===== src/rtl/gama_pkg.sv =====
// ----------------------------------------------------------------------------
// gama_pkg
// Shared constants for the gap-aware moving average unit: default sizes,
// configuration register indexes and their reset values.
// ----------------------------------------------------------------------------
package gama_pkg;

    localparam int MAX_WINDOW_HALF = 8;
    localparam int SAMPLE_WIDTH    = 32;

    localparam int WINDOW_HALF_WIDTH = 4;
    localparam int CFG_DATA_WIDTH    = WINDOW_HALF_WIDTH;
    localparam int CFG_INDEX_WIDTH   = 1;

    localparam logic [CFG_INDEX_WIDTH-1:0] CFG_WINDOW_HALF = 1'd0;
    localparam logic [CFG_INDEX_WIDTH-1:0] CFG_FILL_ONLY   = 1'd1;

    localparam logic [WINDOW_HALF_WIDTH-1:0] WINDOW_HALF_RESET = 4'd5;
    localparam logic                         FILL_ONLY_RESET   = 1'b0;

endpackage


===== src/rtl/gama_sample_if.sv =====
// ----------------------------------------------------------------------------
// gama_sample_if
// Input channel: one sample request with its gap flag and end-of-sequence mark.
// ----------------------------------------------------------------------------
interface gama_sample_if #(
    parameter int SAMPLE_WIDTH = gama_pkg::SAMPLE_WIDTH
) ();
    logic                           valid;
    logic                           ready;
    logic signed [SAMPLE_WIDTH-1:0] sample_value;
    logic                           sample_valid;
    logic                           sample_last;

    modport source (
        output valid,
        output sample_value,
        output sample_valid,
        output sample_last,
        input  ready
    );

    modport sink (
        input  valid,
        input  sample_value,
        input  sample_valid,
        input  sample_last,
        output ready
    );
endinterface


===== src/rtl/gama_avg_if.sv =====
// ----------------------------------------------------------------------------
// gama_avg_if
// Output channel: one averaged result request with its status flags.
// ----------------------------------------------------------------------------
interface gama_avg_if #(
    parameter int SAMPLE_WIDTH = gama_pkg::SAMPLE_WIDTH
) ();
    logic                           valid;
    logic                           ready;
    logic signed [SAMPLE_WIDTH-1:0] avg_value;
    logic                           avg_valid;
    logic                           avg_last;
    logic                           any_changed;

    modport source (
        output valid,
        output avg_value,
        output avg_valid,
        output avg_last,
        output any_changed,
        input  ready
    );

    modport sink (
        input  valid,
        input  avg_value,
        input  avg_valid,
        input  avg_last,
        input  any_changed,
        output ready
    );
endinterface


===== src/rtl/gama_ram.sv =====
// ----------------------------------------------------------------------------
// gama_ram
// Generic single-write, single-read synchronous RAM with registered read data.
// ----------------------------------------------------------------------------
module gama_ram #(
    parameter int WIDTH = gama_pkg::SAMPLE_WIDTH + 1,
    parameter int DEPTH = 2 * gama_pkg::MAX_WINDOW_HALF + 1
) (
    input  logic                     clk,
    input  logic                     we,
    input  logic [$clog2(DEPTH)-1:0] waddr,
    input  logic [WIDTH-1:0]         wdata,
    input  logic [$clog2(DEPTH)-1:0] raddr,
    output logic [WIDTH-1:0]         rdata
);

    logic [WIDTH-1:0] mem_reg [DEPTH];
    logic [WIDTH-1:0] rdata_reg;

    always_ff @(posedge clk)
    begin
        if (we)
        begin
            mem_reg[waddr] <= wdata;
        end
        rdata_reg <= mem_reg[raddr];
    end

    assign rdata = rdata_reg;

endmodule


===== src/rtl/gama_div.sv =====
// ----------------------------------------------------------------------------
// gama_div
// Iterative restoring divider for unsigned operands, one quotient bit per
// cycle. Only the low QUO_WIDTH bits of the quotient are kept.
// ----------------------------------------------------------------------------
module gama_div #(
    parameter int NUM_WIDTH = gama_pkg::SAMPLE_WIDTH + 5,
    parameter int DEN_WIDTH = 5,
    parameter int QUO_WIDTH = gama_pkg::SAMPLE_WIDTH
) (
    input  logic                 clk,
    input  logic                 rst_n,
    input  logic                 start,
    input  logic [NUM_WIDTH-1:0] numer,
    input  logic [DEN_WIDTH-1:0] denom,
    output logic                 done,
    output logic [QUO_WIDTH-1:0] quotient
);

    localparam int CountWidth = $clog2(NUM_WIDTH + 1);

    logic [NUM_WIDTH-1:0]  num_reg, num_next;
    logic [DEN_WIDTH-1:0]  den_reg, den_next;
    logic [DEN_WIDTH-1:0]  rem_reg, rem_next;
    logic [QUO_WIDTH-1:0]  quo_reg, quo_next;
    logic [CountWidth-1:0] cnt_reg, cnt_next;
    logic                  busy_reg, busy_next;
    logic                  done_reg, done_next;

    logic [DEN_WIDTH:0] trial;
    logic [DEN_WIDTH:0] diff;
    logic               fits;

    // The partial remainder always stays below the divisor, so it fits in
    // DEN_WIDTH bits; the trial value needs one more.
    assign trial = {rem_reg, num_reg[NUM_WIDTH-1]};
    assign diff  = trial - {1'b0, den_reg};
    assign fits  = ~diff[DEN_WIDTH];

    always_comb
    begin
        num_next  = num_reg;
        den_next  = den_reg;
        rem_next  = rem_reg;
        quo_next  = quo_reg;
        cnt_next  = cnt_reg;
        busy_next = busy_reg;
        done_next = 1'b0;
        if (start)
        begin
            num_next  = numer;
            den_next  = denom;
            rem_next  = '0;
            quo_next  = '0;
            cnt_next  = CountWidth'(NUM_WIDTH);
            busy_next = 1'b1;
        end
        else if (busy_reg)
        begin
            num_next = {num_reg[NUM_WIDTH-2:0], 1'b0};
            rem_next = fits ? diff[DEN_WIDTH-1:0] : trial[DEN_WIDTH-1:0];
            quo_next = {quo_reg[QUO_WIDTH-2:0], fits};
            cnt_next = cnt_reg - 1'b1;
            if (cnt_reg == CountWidth'(1))
            begin
                busy_next = 1'b0;
                done_next = 1'b1;
            end
        end
    end

    always_ff @(posedge clk or negedge rst_n)
    begin
        if (!rst_n)
        begin
            busy_reg <= 1'b0;
            done_reg <= 1'b0;
            cnt_reg  <= '0;
        end
        else
        begin
            busy_reg <= busy_next;
            done_reg <= done_next;
            cnt_reg  <= cnt_next;
        end
    end

    always_ff @(posedge clk)
    begin
        num_reg <= num_next;
        den_reg <= den_next;
        rem_reg <= rem_next;
        quo_reg <= quo_next;
    end

    assign done     = done_reg;
    assign quotient = quo_reg;

endmodule


===== src/rtl/gap_aware_moving_average_unit.sv =====
// ----------------------------------------------------------------------------
// gap_aware_moving_average_unit
// Centered moving average over a sample stream, skipping gap samples.
// ----------------------------------------------------------------------------
// The unit takes one sample request at a time and answers with the mean of
// the valid samples in a centered window of 2h+1 positions, h being the
// window_half register saturated at MAX_WINDOW_HALF; results trail the input
// by h samples, and the last sample of a sequence flushes the rest. Samples
// live in a circular buffer RAM of 2*MAX_WINDOW_HALF+1 entries with a fill
// count, so there is no clearing pass after reset. An accepted sample that
// produces no result leaves the unit idle and ready for the next one. Each
// result costs one RAM read per window position (c+h+1 reads for a center at
// offset c), and when a mean has to be formed the serial divider then runs
// over the sum. A finished result sits in an output register so the next
// sample can be taken while it waits.
// ----------------------------------------------------------------------------
module gap_aware_moving_average_unit #(
    parameter int MAX_WINDOW_HALF = gama_pkg::MAX_WINDOW_HALF,
    parameter int SAMPLE_WIDTH    = gama_pkg::SAMPLE_WIDTH
) (
    input  logic                                 clk,
    input  logic                                 rst_n,
    input  logic                                 cfg_write_en,
    input  logic [gama_pkg::CFG_INDEX_WIDTH-1:0] cfg_index,
    input  logic [gama_pkg::CFG_DATA_WIDTH-1:0]  cfg_data,
    gama_sample_if.sink                          samples,
    gama_avg_if.source                           averages
);

    localparam int StoreDepth = 2 * MAX_WINDOW_HALF + 1;
    localparam int AW         = $clog2(StoreDepth);
    localparam int FW         = $clog2(StoreDepth + 1);
    localparam int HW         = $clog2(MAX_WINDOW_HALF + 1);
    localparam int SumWidth   = SAMPLE_WIDTH + FW;
    localparam int WordWidth  = SAMPLE_WIDTH + 1;

    typedef enum logic [4:0] {
        ST_IDLE   = 5'b00001,
        ST_SCAN   = 5'b00010,
        ST_CALC   = 5'b00100,
        ST_DIVIDE = 5'b01000,
        ST_EMIT   = 5'b10000
    } state_t;

    state_t state_reg, state_next;

    // Configuration
    logic [gama_pkg::WINDOW_HALF_WIDTH-1:0] window_half_reg, window_half_next;
    logic                                   fill_only_reg, fill_only_next;

    // Sequence state
    logic [AW-1:0] wptr_reg, wptr_next;
    logic [AW-1:0] base_reg, base_next;
    logic [FW-1:0] fill_reg, fill_next;
    logic          changed_reg, changed_next;

    // Per-item and per-result working registers
    logic                       last_reg, last_next;
    logic [HW-1:0]              h_reg, h_next;
    logic [HW-1:0]              c_reg, c_next;
    logic [AW-1:0]              k_reg, k_next;
    logic                       issue_reg, issue_next;
    logic                       pend_reg, pend_next;
    logic                       pend_in_range_reg, pend_in_range_next;
    logic                       pend_center_reg, pend_center_next;
    logic signed [SumWidth-1:0] sum_reg, sum_next;
    logic [FW-1:0]              count_reg, count_next;
    logic [SAMPLE_WIDTH-1:0]    center_value_reg, center_value_next;
    logic                       center_valid_reg, center_valid_next;
    logic                       neg_reg, neg_next;
    logic [SAMPLE_WIDTH-1:0]    res_value_reg, res_value_next;
    logic                       res_valid_reg, res_valid_next;

    // Output register
    logic                    out_valid_reg, out_valid_next;
    logic [SAMPLE_WIDTH-1:0] out_value_reg, out_value_next;
    logic                    out_avg_valid_reg, out_avg_valid_next;
    logic                    out_last_reg, out_last_next;
    logic                    out_changed_reg, out_changed_next;

    // RAM and divider connections
    logic                 ram_we;
    logic [WordWidth-1:0] ram_wdata;
    logic [AW-1:0]        ram_raddr;
    logic [WordWidth-1:0] ram_rdata;
    logic                 div_start;
    logic [SumWidth-1:0]  div_numer;
    logic                 div_done;
    logic [SAMPLE_WIDTH-1:0] div_quotient;

    logic                          in_accept;
    logic [HW-1:0]                 h_eff;
    logic [HW-1:0]                 seen;
    logic [AW-1:0]                 hi;
    logic [AW:0]                   addr_wide;
    logic signed [SAMPLE_WIDTH-1:0] rd_value;
    logic                          rd_valid;
    logic [SumWidth-1:0]           sum_mag;
    logic                          out_load;
    logic                          final_result;

    gama_ram #(
        .WIDTH (WordWidth),
        .DEPTH (StoreDepth)
    ) u_store (
        .clk   (clk),
        .we    (ram_we),
        .waddr (wptr_reg),
        .wdata (ram_wdata),
        .raddr (ram_raddr),
        .rdata (ram_rdata)
    );

    gama_div #(
        .NUM_WIDTH (SumWidth),
        .DEN_WIDTH (FW),
        .QUO_WIDTH (SAMPLE_WIDTH)
    ) u_div (
        .clk      (clk),
        .rst_n    (rst_n),
        .start    (div_start),
        .numer    (div_numer),
        .denom    (count_reg),
        .done     (div_done),
        .quotient (div_quotient)
    );

    assign samples.ready = (state_reg == ST_IDLE);
    assign in_accept     = samples.valid && samples.ready;

    assign ram_we    = in_accept;
    assign ram_wdata = {samples.sample_valid, samples.sample_value};

    assign h_eff = (int'(window_half_reg) > MAX_WINDOW_HALF) ? HW'(MAX_WINDOW_HALF)
                                                             : HW'(window_half_reg);
    assign seen  = (int'(fill_reg) >= MAX_WINDOW_HALF) ? HW'(MAX_WINDOW_HALF)
                                                       : HW'(fill_reg);
    assign hi    = AW'(c_reg) + AW'(h_reg);

    // Offset k back from the newest entry, wrapped around the circular buffer.
    assign addr_wide = ({1'b0, base_reg} >= {1'b0, k_reg})
                     ? ({1'b0, base_reg} - {1'b0, k_reg})
                     : ({1'b0, base_reg} + (AW+1)'(StoreDepth) - {1'b0, k_reg});
    assign ram_raddr = addr_wide[AW-1:0];

    assign rd_value = ram_rdata[SAMPLE_WIDTH-1:0];
    assign rd_valid = ram_rdata[SAMPLE_WIDTH];

    assign sum_mag   = sum_reg[SumWidth-1] ? SumWidth'(-sum_reg) : SumWidth'(sum_reg);
    assign div_numer = sum_mag + SumWidth'(count_reg >> 1);

    assign final_result = last_reg && (c_reg == '0);
    assign out_load     = (state_reg == ST_EMIT) && (!out_valid_reg || averages.ready);

    always_comb
    begin
        state_next         = state_reg;
        window_half_next   = window_half_reg;
        fill_only_next     = fill_only_reg;
        wptr_next          = wptr_reg;
        base_next          = base_reg;
        fill_next          = fill_reg;
        changed_next       = changed_reg;
        last_next          = last_reg;
        h_next             = h_reg;
        c_next             = c_reg;
        k_next             = k_reg;
        issue_next         = issue_reg;
        pend_next          = 1'b0;
        pend_in_range_next = pend_in_range_reg;
        pend_center_next   = pend_center_reg;
        sum_next           = sum_reg;
        count_next         = count_reg;
        center_value_next  = center_value_reg;
        center_valid_next  = center_valid_reg;
        neg_next           = neg_reg;
        res_value_next     = res_value_reg;
        res_valid_next     = res_valid_reg;
        div_start          = 1'b0;

        if (cfg_write_en)
        begin
            unique case (cfg_index)
                gama_pkg::CFG_WINDOW_HALF:
                    window_half_next = cfg_data[gama_pkg::WINDOW_HALF_WIDTH-1:0];
                gama_pkg::CFG_FILL_ONLY:
                    fill_only_next = cfg_data[0];
                default:
                    ;
            endcase
        end

        unique case (state_reg)
            ST_IDLE:
            begin
                if (in_accept)
                begin
                    base_next = wptr_reg;
                    wptr_next = (int'(wptr_reg) == StoreDepth - 1) ? '0 : wptr_reg + 1'b1;
                    fill_next = (int'(fill_reg) == StoreDepth) ? fill_reg : fill_reg + 1'b1;
                    last_next = samples.sample_last;
                    h_next    = h_eff;
                    c_next    = (seen < h_eff) ? seen : h_eff;
                    k_next             = '0;
                    issue_next         = 1'b1;
                    sum_next           = '0;
                    count_next         = '0;
                    center_valid_next  = 1'b0;
                    if (samples.sample_last || (seen >= h_eff))
                    begin
                        state_next = ST_SCAN;
                    end
                end
            end

            ST_SCAN:
            begin
                if (issue_reg)
                begin
                    k_next     = k_reg + 1'b1;
                    issue_next = (k_reg != hi);
                    pend_next  = 1'b1;
                end
                pend_in_range_next = FW'(k_reg) < fill_reg;
                pend_center_next   = (k_reg == AW'(c_reg));
                // Read data arrives in the cycle after the address was issued.
                if (pend_reg)
                begin
                    if (rd_valid && pend_in_range_reg)
                    begin
                        sum_next   = sum_reg + SumWidth'(rd_value);
                        count_next = count_reg + 1'b1;
                    end
                    if (pend_center_reg)
                    begin
                        center_value_next = rd_value;
                        center_valid_next = rd_valid && pend_in_range_reg;
                    end
                    if (!issue_reg)
                    begin
                        state_next = ST_CALC;
                    end
                end
            end

            ST_CALC:
            begin
                if (fill_only_reg && center_valid_reg)
                begin
                    res_value_next = center_value_reg;
                    res_valid_next = 1'b1;
                    state_next     = ST_EMIT;
                end
                else
                begin
                    changed_next = 1'b1;
                    if (count_reg == '0)
                    begin
                        res_value_next = '0;
                        res_valid_next = 1'b0;
                        state_next     = ST_EMIT;
                    end
                    else
                    begin
                        neg_next   = sum_reg[SumWidth-1];
                        div_start  = 1'b1;
                        state_next = ST_DIVIDE;
                    end
                end
            end

            ST_DIVIDE:
            begin
                if (div_done)
                begin
                    res_value_next = neg_reg ? -div_quotient : div_quotient;
                    res_valid_next = 1'b1;
                    state_next     = ST_EMIT;
                end
            end

            ST_EMIT:
            begin
                if (out_load)
                begin
                    if (last_reg && (c_reg != '0))
                    begin
                        // Flush: move the center one position toward the newest.
                        c_next            = c_reg - 1'b1;
                        k_next            = '0;
                        issue_next        = 1'b1;
                        sum_next          = '0;
                        count_next        = '0;
                        center_valid_next = 1'b0;
                        state_next        = ST_SCAN;
                    end
                    else
                    begin
                        if (last_reg)
                        begin
                            fill_next    = '0;
                            changed_next = 1'b0;
                        end
                        state_next = ST_IDLE;
                    end
                end
            end

            default:
            begin
                state_next = ST_IDLE;
            end
        endcase
    end

    always_comb
    begin
        out_valid_next     = out_valid_reg;
        out_value_next     = out_value_reg;
        out_avg_valid_next = out_avg_valid_reg;
        out_last_next      = out_last_reg;
        out_changed_next   = out_changed_reg;
        if (out_load)
        begin
            out_valid_next     = 1'b1;
            out_value_next     = res_value_reg;
            out_avg_valid_next = res_valid_reg;
            out_last_next      = final_result;
            out_changed_next   = final_result && changed_reg;
        end
        else if (averages.ready)
        begin
            out_valid_next = 1'b0;
        end
    end

    always_ff @(posedge clk or negedge rst_n)
    begin
        if (!rst_n)
        begin
            state_reg       <= ST_IDLE;
            window_half_reg <= gama_pkg::WINDOW_HALF_RESET;
            fill_only_reg   <= gama_pkg::FILL_ONLY_RESET;
            wptr_reg        <= '0;
            base_reg        <= '0;
            fill_reg        <= '0;
            changed_reg     <= 1'b0;
            issue_reg       <= 1'b0;
            pend_reg        <= 1'b0;
            out_valid_reg   <= 1'b0;
        end
        else
        begin
            state_reg       <= state_next;
            window_half_reg <= window_half_next;
            fill_only_reg   <= fill_only_next;
            wptr_reg        <= wptr_next;
            base_reg        <= base_next;
            fill_reg        <= fill_next;
            changed_reg     <= changed_next;
            issue_reg       <= issue_next;
            pend_reg        <= pend_next;
            out_valid_reg   <= out_valid_next;
        end
    end

    always_ff @(posedge clk)
    begin
        last_reg          <= last_next;
        h_reg             <= h_next;
        c_reg             <= c_next;
        k_reg             <= k_next;
        pend_in_range_reg <= pend_in_range_next;
        pend_center_reg   <= pend_center_next;
        sum_reg           <= sum_next;
        count_reg         <= count_next;
        center_value_reg  <= center_value_next;
        center_valid_reg  <= center_valid_next;
        neg_reg           <= neg_next;
        res_value_reg     <= res_value_next;
        res_valid_reg     <= res_valid_next;
        out_value_reg     <= out_value_next;
        out_avg_valid_reg <= out_avg_valid_next;
        out_last_reg      <= out_last_next;
        out_changed_reg   <= out_changed_next;
    end

    assign averages.valid       = out_valid_reg;
    assign averages.avg_value   = out_value_reg;
    assign averages.avg_valid   = out_avg_valid_reg;
    assign averages.avg_last    = out_last_reg;
    assign averages.any_changed = out_changed_reg;

endmodule


===== src/flat_wrapper.sv =====
// flat-port wrapper written by rule: the top's interface ports become plain ports
module gap_aware_moving_average_unit_flat 
#(
    parameter int MAX_WINDOW_HALF = gama_pkg::MAX_WINDOW_HALF,
    parameter int SAMPLE_WIDTH    = gama_pkg::SAMPLE_WIDTH
)
  (clk, rst_n, cfg_write_en, cfg_index, cfg_data, samples_valid, samples_sample_value, samples_sample_valid, samples_sample_last, samples_ready, averages_valid, averages_avg_value, averages_avg_valid, averages_avg_last, averages_any_changed, averages_ready);
  gama_sample_if #(.SAMPLE_WIDTH(SAMPLE_WIDTH)) samples_i ();
  gama_avg_if #(.SAMPLE_WIDTH(SAMPLE_WIDTH)) averages_i ();
  input  logic clk;
  input  logic rst_n;
  input  logic cfg_write_en;
  input  logic [gama_pkg::CFG_INDEX_WIDTH-1:0] cfg_index;
  input  logic [gama_pkg::CFG_DATA_WIDTH-1:0] cfg_data;
  input wire logic [$bits(samples_i.valid)-1:0] samples_valid;
  input wire logic [$bits(samples_i.sample_value)-1:0] samples_sample_value;
  input wire logic [$bits(samples_i.sample_valid)-1:0] samples_sample_valid;
  input wire logic [$bits(samples_i.sample_last)-1:0] samples_sample_last;
  output wire logic [$bits(samples_i.ready)-1:0] samples_ready;
  output wire logic [$bits(averages_i.valid)-1:0] averages_valid;
  output wire logic [$bits(averages_i.avg_value)-1:0] averages_avg_value;
  output wire logic [$bits(averages_i.avg_valid)-1:0] averages_avg_valid;
  output wire logic [$bits(averages_i.avg_last)-1:0] averages_avg_last;
  output wire logic [$bits(averages_i.any_changed)-1:0] averages_any_changed;
  input wire logic [$bits(averages_i.ready)-1:0] averages_ready;
  assign samples_i.valid = samples_valid;
  assign samples_i.sample_value = samples_sample_value;
  assign samples_i.sample_valid = samples_sample_valid;
  assign samples_i.sample_last = samples_sample_last;
  assign samples_ready = samples_i.ready;
  assign averages_valid = averages_i.valid;
  assign averages_avg_value = averages_i.avg_value;
  assign averages_avg_valid = averages_i.avg_valid;
  assign averages_avg_last = averages_i.avg_last;
  assign averages_any_changed = averages_i.any_changed;
  assign averages_i.ready = averages_ready;
  gap_aware_moving_average_unit #(.MAX_WINDOW_HALF(MAX_WINDOW_HALF), .SAMPLE_WIDTH(SAMPLE_WIDTH)) u_core (.clk(clk), .rst_n(rst_n), .cfg_write_en(cfg_write_en), .cfg_index(cfg_index), .cfg_data(cfg_data), .samples(samples_i), .averages(averages_i));
endmodule

===== config.mk =====
export PLATFORM = sky130hd
export DESIGN_NAME = gap_aware_moving_average_unit_flat
export DESIGN_NICKNAME = d
export VERILOG_FILES = /design/src/rtl/gama_pkg.sv /design/src/rtl/gama_sample_if.sv /design/src/rtl/gama_avg_if.sv /design/src/rtl/gama_ram.sv /design/src/rtl/gama_div.sv /design/src/rtl/gap_aware_moving_average_unit.sv /design/src/flat_wrapper.sv
export SDC_FILE = /design/constraint.sdc
export NUM_CORES = 1
export LEC_CHECK = 0
export BUFFER_PORTS_ARGS = -buffer_cell sky130_fd_sc_hd__clkbuf_2
export CAP_MARGIN = 5
export CORE_UTILIZATION = 50
export DETAILED_ROUTE_END_ITERATION = 6
export PLACE_DENSITY = 0.75
export SETUP_SLACK_MARGIN = 0.3
export SLEW_MARGIN = 20
export SYNTH_ARGS = -nofsm -noshare
export SYNTH_HDL_FRONTEND = slang
export SYNTH_SLANG_ARGS = --single-unit
export TNS_END_PERCENT = 10

===== constraint.sdc =====
create_clock -name clk -period 5.15 [get_ports clk]
set_input_delay 0.515 -clock clk [delete_from_list [all_inputs] [get_ports clk]]
set_output_delay 0.515 -clock clk [all_outputs]
set_load 0.005 [all_outputs]

# After elaboration in Yosys (flattened, before gate mapping)
# Memory sizes are Yosys's and may differ from the RTL's. A register that Yosys moved wholly into a read port is not among the register bits.
# Cells that the tools add are included.
# totals
rom_bits,0
in_bits,44
ram_bits,561
ff_bits,276
word_cells,203
output_inout_bits,37
latch_bits,0
mem_count,1
# memory_table
memory,words,width,read_ports,rd_ports_with_merged_regs,wr,line_no,rtl
u_core.u_store.mem_reg,17,33,1,1,1,gama_ram.sv:17,logic [WIDTH-1:0] mem_reg [DEPTH];
# classes
add_sub_neg,15
n_bitwise,4
shifts,0
n_mux,85
n_eq_ne,25
reduce_logical,33
mul,0
n_div,0
n_lt_le_gt_ge,6
# ops
cell,count
$mux 37,8
$mux 32,4
$pmux 37 s3,1
$mux 5,22
$pmux 32 s2,1
$add 37x32->37,1
$add 37x4->37,1
$neg 37->37,1
$neg 32->32,1
$mux 1,31
$pmux 5 s3,2
$pmux 5 s5,1
$mux 4,6
$reduce_and 6->1,4
$add 5x1->5 const B,4
$ne 2x2->1 const B,8
$eq 5x5->1 const B,3
$mux 6,2
$ne 2x1->1 const B,6
$pmux 5 s2,1
$reduce_and 5->1,2
$reduce_bool 2->1,5
$sub 5x5->5,2
$reduce_and 3->1,3
other kinds (33),48

# Longest topological paths before layout
# depth
word_depth,7
mapped_depth,16
ltp_nobuf,14

# Hierarchy
# Synthesis repeated with hierarchy kept, for this count alone.
# hier_totals
cells_unflattened,2458
hier_area_um2,38074.0
# by_module_without_submodules
module,area_each_um2,seq_area_each_um2,cells_each,n_inst
gama_ram,21977.3,17506.8,943,1
gap_aware_moving_average_unit,12419.4,5534.1,1238,1
gama_div,3677.3,2202.1,277,1

# Least setup slack after synthesis
# Ideal clock, no wire load.
# synth_path
kind,register to register
startpoint,register u_core.state_reg[3]
endpoint,register u_core.count_reg[0] (enable)
period_less_slack_ps,3930
setup_time_ps,456
required_ps,4694
slack_ps,1220
arrival_ps,3474
path_buffers,1
stages_incl_launch_ff,7
cell_sequence,dfrtp_1 > nor3_1 > nand2_1 > or2_2 > clkbuf_1 > a21o_1 > a21oi_1
# synth_between
elab_chain_len,4
elab_cells_between_ends,12
classes_between,eq/ne: 8; reduce/logical: 4
# synth_lines
item,line_no,rtl
"start, declared",gap_aware_moving_average_unit.sv:45,"state_t state_reg, state_next;"
"start signal, assigned",gap_aware_moving_average_unit.sv:354,state_reg <= state_next;
$eq 5x1->1 / $eq 5x5->1 (equally long branches),"gap_aware_moving_average_unit.sv:128, gap_aware_moving_average_unit.sv:193, gap_aware_moving_average_unit.sv:153",
$logic_and 1x1->1 (on tied branches),"gap_aware_moving_average_unit.sv:129, gap_aware_moving_average_unit.sv:153",
$ne 2x2->1 (no source line) / $ne 2x1->1 (equally long branches),n/a,
$reduce_and 6->1 (no source line) *,n/a,
"end signal, assigned",gap_aware_moving_average_unit.sv:376,count_reg <= count_next;
"end, declared",gap_aware_moving_average_unit.sv:67,"logic [FW-1:0] count_reg, count_next;"
# Mark *: on every way between the ends. The rest lies on a longest branch, timed or not.
# A chain may end at the register's enable or synchronous reset.

# Worst setup path in the final report
# layout_path
startpoint,register u_core.sum_reg[3]
endpoint,register u_core.u_div.num_reg[36] (data pin)
# layout_between
elab_chain_len,4
# layout_lines
item,line_no,rtl
"start, declared",gap_aware_moving_average_unit.sv:66,"logic signed [SumWidth-1:0] sum_reg, sum_next;"
"start signal, assigned",gap_aware_moving_average_unit.sv:375,sum_reg <= sum_next;
$neg 37->37,gap_aware_moving_average_unit.sv:149,assign sum_mag = sum_reg[SumWidth-1] ? SumWidth'(-sum_reg) : SumWidth'(sum_reg);
$mux 37 *,gap_aware_moving_average_unit.sv:149,
$add 37x4->37 *,gap_aware_moving_average_unit.sv:150,assign div_numer = sum_mag + SumWidth'(count_reg >> 1);
$mux 37 *,gama_div.sv:49,if (start)
via u_core.u_div.num_next[36],gama_div.sv:22,"logic [NUM_WIDTH-1:0] num_reg, num_next;"
"end signal, assigned",gama_div.sv:90,num_reg <= num_next;
"end, declared",gama_div.sv:22,
# The timed path passes the listed nets; every way through them passes the cells marked *.

==> results.json <==
{
  "clk_pin_slew_ns": 0.06,
  "grt_max_degree": 133,
  "grt_pass1_wl_microns": 128000,
  "final_area_sq_um": 42700,
  "slew_violations": 0,
  "cts_num_sinks": 870,
  "vias": 21900,
  "die_w_microns": 277,
  "grt_overflow": 0,
  "antenna_found_initial": 3,
  "hold_viol_final": 0,
  "syn2layout_area_growth_pct": 12.9,
  "post-cts-setup-buffers": 0,
  "dp_hpwl_microns": 51400,
  "post-route-drc-count": 0,
  "hold_class": "input pin to flip-flop",
  "min_path_cells": 1,
  "drtAntennaViolNets": 0,
  "drt-initial-drc-count": 2047,
  "relSlewSlack_pct": 27.4,
  "critPathCaptureType": "flip-flop",
  "startpoint_type": "flip-flop",
  "max_clock_freq_ghz": 0.247,
  "final_common_cell": "edfxtp_1",
  "fin_crit_sh_pct": 78.7,
  "yosys.cell_types.count": 74,
  "syn-num-nets": 2630,
  "ys.flop_type": "edfxtp_1",
  "async_reset_ff_share_pct": 4.25,
  "layout_common_cells": "edfxtp_1 (763), nand2_1 (168), nor2_1 (133), mux4_2 (132), o21ai_0 (126)",
  "largest_register_ffs": 561,
  "io_buffers": 80,
  "routedWlPerCell_microns": 23.2,
  "netlist_instances": 2496,
  "rows": 100,
  "io_pins": 81,
  "cts_tree": "done",
  "htreeDepth": 3,
  "status": "completed",
  "yosysWarnings": 0,
  "crit_required_ns": 5.66,
  "maxCapViolations": 0,
  "start_util_pct": 50.7,
  "grt_use_total_pct": 21.9,
  "finalSetupTns_ns": 0,
  "die_h_microns": 277,
  "place_area_sq_um": 39700,
  "holdCritStartpoint": "samples_sample_last",
  "regToRegSetupSlack_ns": 1.10,
  "first_global_vias": 21800,
  "ys_seq_area_share_pct": 66.7,
  "rsz0062_at_grt": "no",
  "cts_root_buffer": "clkbuf_16",
  "vias_per_cell": 6.01,
  "worstMarginPinSlew_ns": 1.09,
  "reg2reg_to": "u_core.u_div.num_reg[36]$_DFFE_PP_",
  "crit_arrival_ns": 4.56,
  "ctsLongestPathBuffers": 3,
  "syn_area_per_cell_sq_um": 15.2,
  "die_area_sq_um": 76800,
  "fin_skew_ns": 0.0454,
  "syn_area_sq_um": 37900,
  "core-area_sq_um": 74700,
  "crit_type": "flip-flop to flip-flop",
  "critical_path_peak_fanout": 6,
  "hold_slack_ns": 0.0989,
  "setup_violations": 0,
  "place_congestion": 0.926,
  "drt_wl_total_microns": 84300,
  "layout-drive-gt1-share_pct": 16.9,
  "reg2regPathDepth": 9,
  "synth_edf_count": 763,
  "min_to": "u_core.last_reg$_DFFE_PP_",
  "period_minus_slack_ns": 4.05,
  "insertion_delay_ns": 0.66,
  "reg2reg_from": "u_core.sum_reg[3]$_SDFFCE_PP0P_",
  "cts_buffers": 87,
  "nNetsFinal": 2728,
  "drt_first_pass_iters": 5,
  "ys_ff_latch": 870
}
timing repair:
item,in CTS,in global routing
resized for setup,0,0
hold buffers,0,1
hold endpoints to repair,0,13
cells in the mapped netlist, types with 70 or more instances:
cell type,n,area share (%)
mux4_2,132,7.9
xnor2_1,92,2.1
ha_1,82,2.7
inv_1,70,0.69
o21ai_0,126,1.7
dfxtp_1,70,3.7
nand2_1,169,1.7
clkbuf_1,87,0.86
mux2i_1,110,2.9
nor2_1,151,1.5
nand3_1,71,0.94
edfxtp_1,763,61
cell type report:
class | instances | area, sq um
Antenna cell | 2 | 5.00
Clock buffer | 113 | 2390
Clock inverter | 49 | 602
Fill cell | 5530 | 32000
Inverter | 71 | 267
Multi-Input combinational cell | 1440 | 12100
Sequential cell | 870 | 25200
Tap cell | 969 | 1210
Timing Repair Buffer | 124 | 891
metal layers:
layer / GRT usage [%] / vias to the layer above / wire (microns)
li1: - / 9843 / -
met1: 28.8 / 11000 / 34500
met2: 37.3 / 847 / 42000
met3: 3.35 / 179 / 5260
met4: 7.22 / 4 / 2380
met5: 0 / - / 26
through the flow:
stage,utilization [%],std cells,setup slack [ns]
floorplan,-,2496,1.22
global placement,53.2,3472,1.26
detailed placement,53.2,3472,1.16
CTS,57.2,3634,1.16
global route,57.2,3637,0.749
finish,57.2,3638,1.10
logic make-up after synthesis:
group                    count (synthesis)  synth area share, %
AO/OA/AOI/OAI                          374                 6.54
XOR/XNOR                               157                 3.63
adder cells (fa/ha/maj)                 90                 3.13
buffers and inverters                  186                 1.87
flip-flops                             870                 66.7
multiplexers                           247                 10.9
AND/OR/NAND/NOR                        572                 7.27
worst max-delay path by stage:
stage	slack, ns	to	from
2_1_floorplan	1.22	u_core.count_reg[0]$_SDFFCE_PP0P_	u_core.state_reg[3]$_DFFE_PN0P_
3_3_place_gp	1.26	u_core.u_store.rdata[16]$_DFF_P_	u_core.k_reg[3]$_SDFFCE_PP0P_
3_5_place_dp	1.16	u_core.u_div.num_reg[28]$_DFFE_PP_	u_core.sum_reg[1]$_SDFFCE_PP0P_
4_1_cts	1.16	u_core.u_div.num_reg[36]$_DFFE_PP_	u_core.sum_reg[1]$_SDFFCE_PP0P_
5_1_grt	0.75	u_core.u_div.num_reg[36]$_DFFE_PP_	u_core.sum_reg[1]$_SDFFCE_PP0P_
6_report	1.10	u_core.u_div.num_reg[36]$_DFFE_PP_	u_core.sum_reg[3]$_SDFFCE_PP0P_
worst max-delay path: stages, from the launching register on:
cell,delay (ns)
edfxtp_1,0.50
or3_1,0.49
or4_1,0.56
xnor2_1,0.16
o41ai_1,0.60
nand4_1,0.46
nor4_2,0.56
nand2_1,0.17
o311ai_1,0.28
o21a_1,0.16
Power is left out: the tool's default activity adds up to more than one toggle a clock period on the data nets, which glitch-free logic cannot reach.
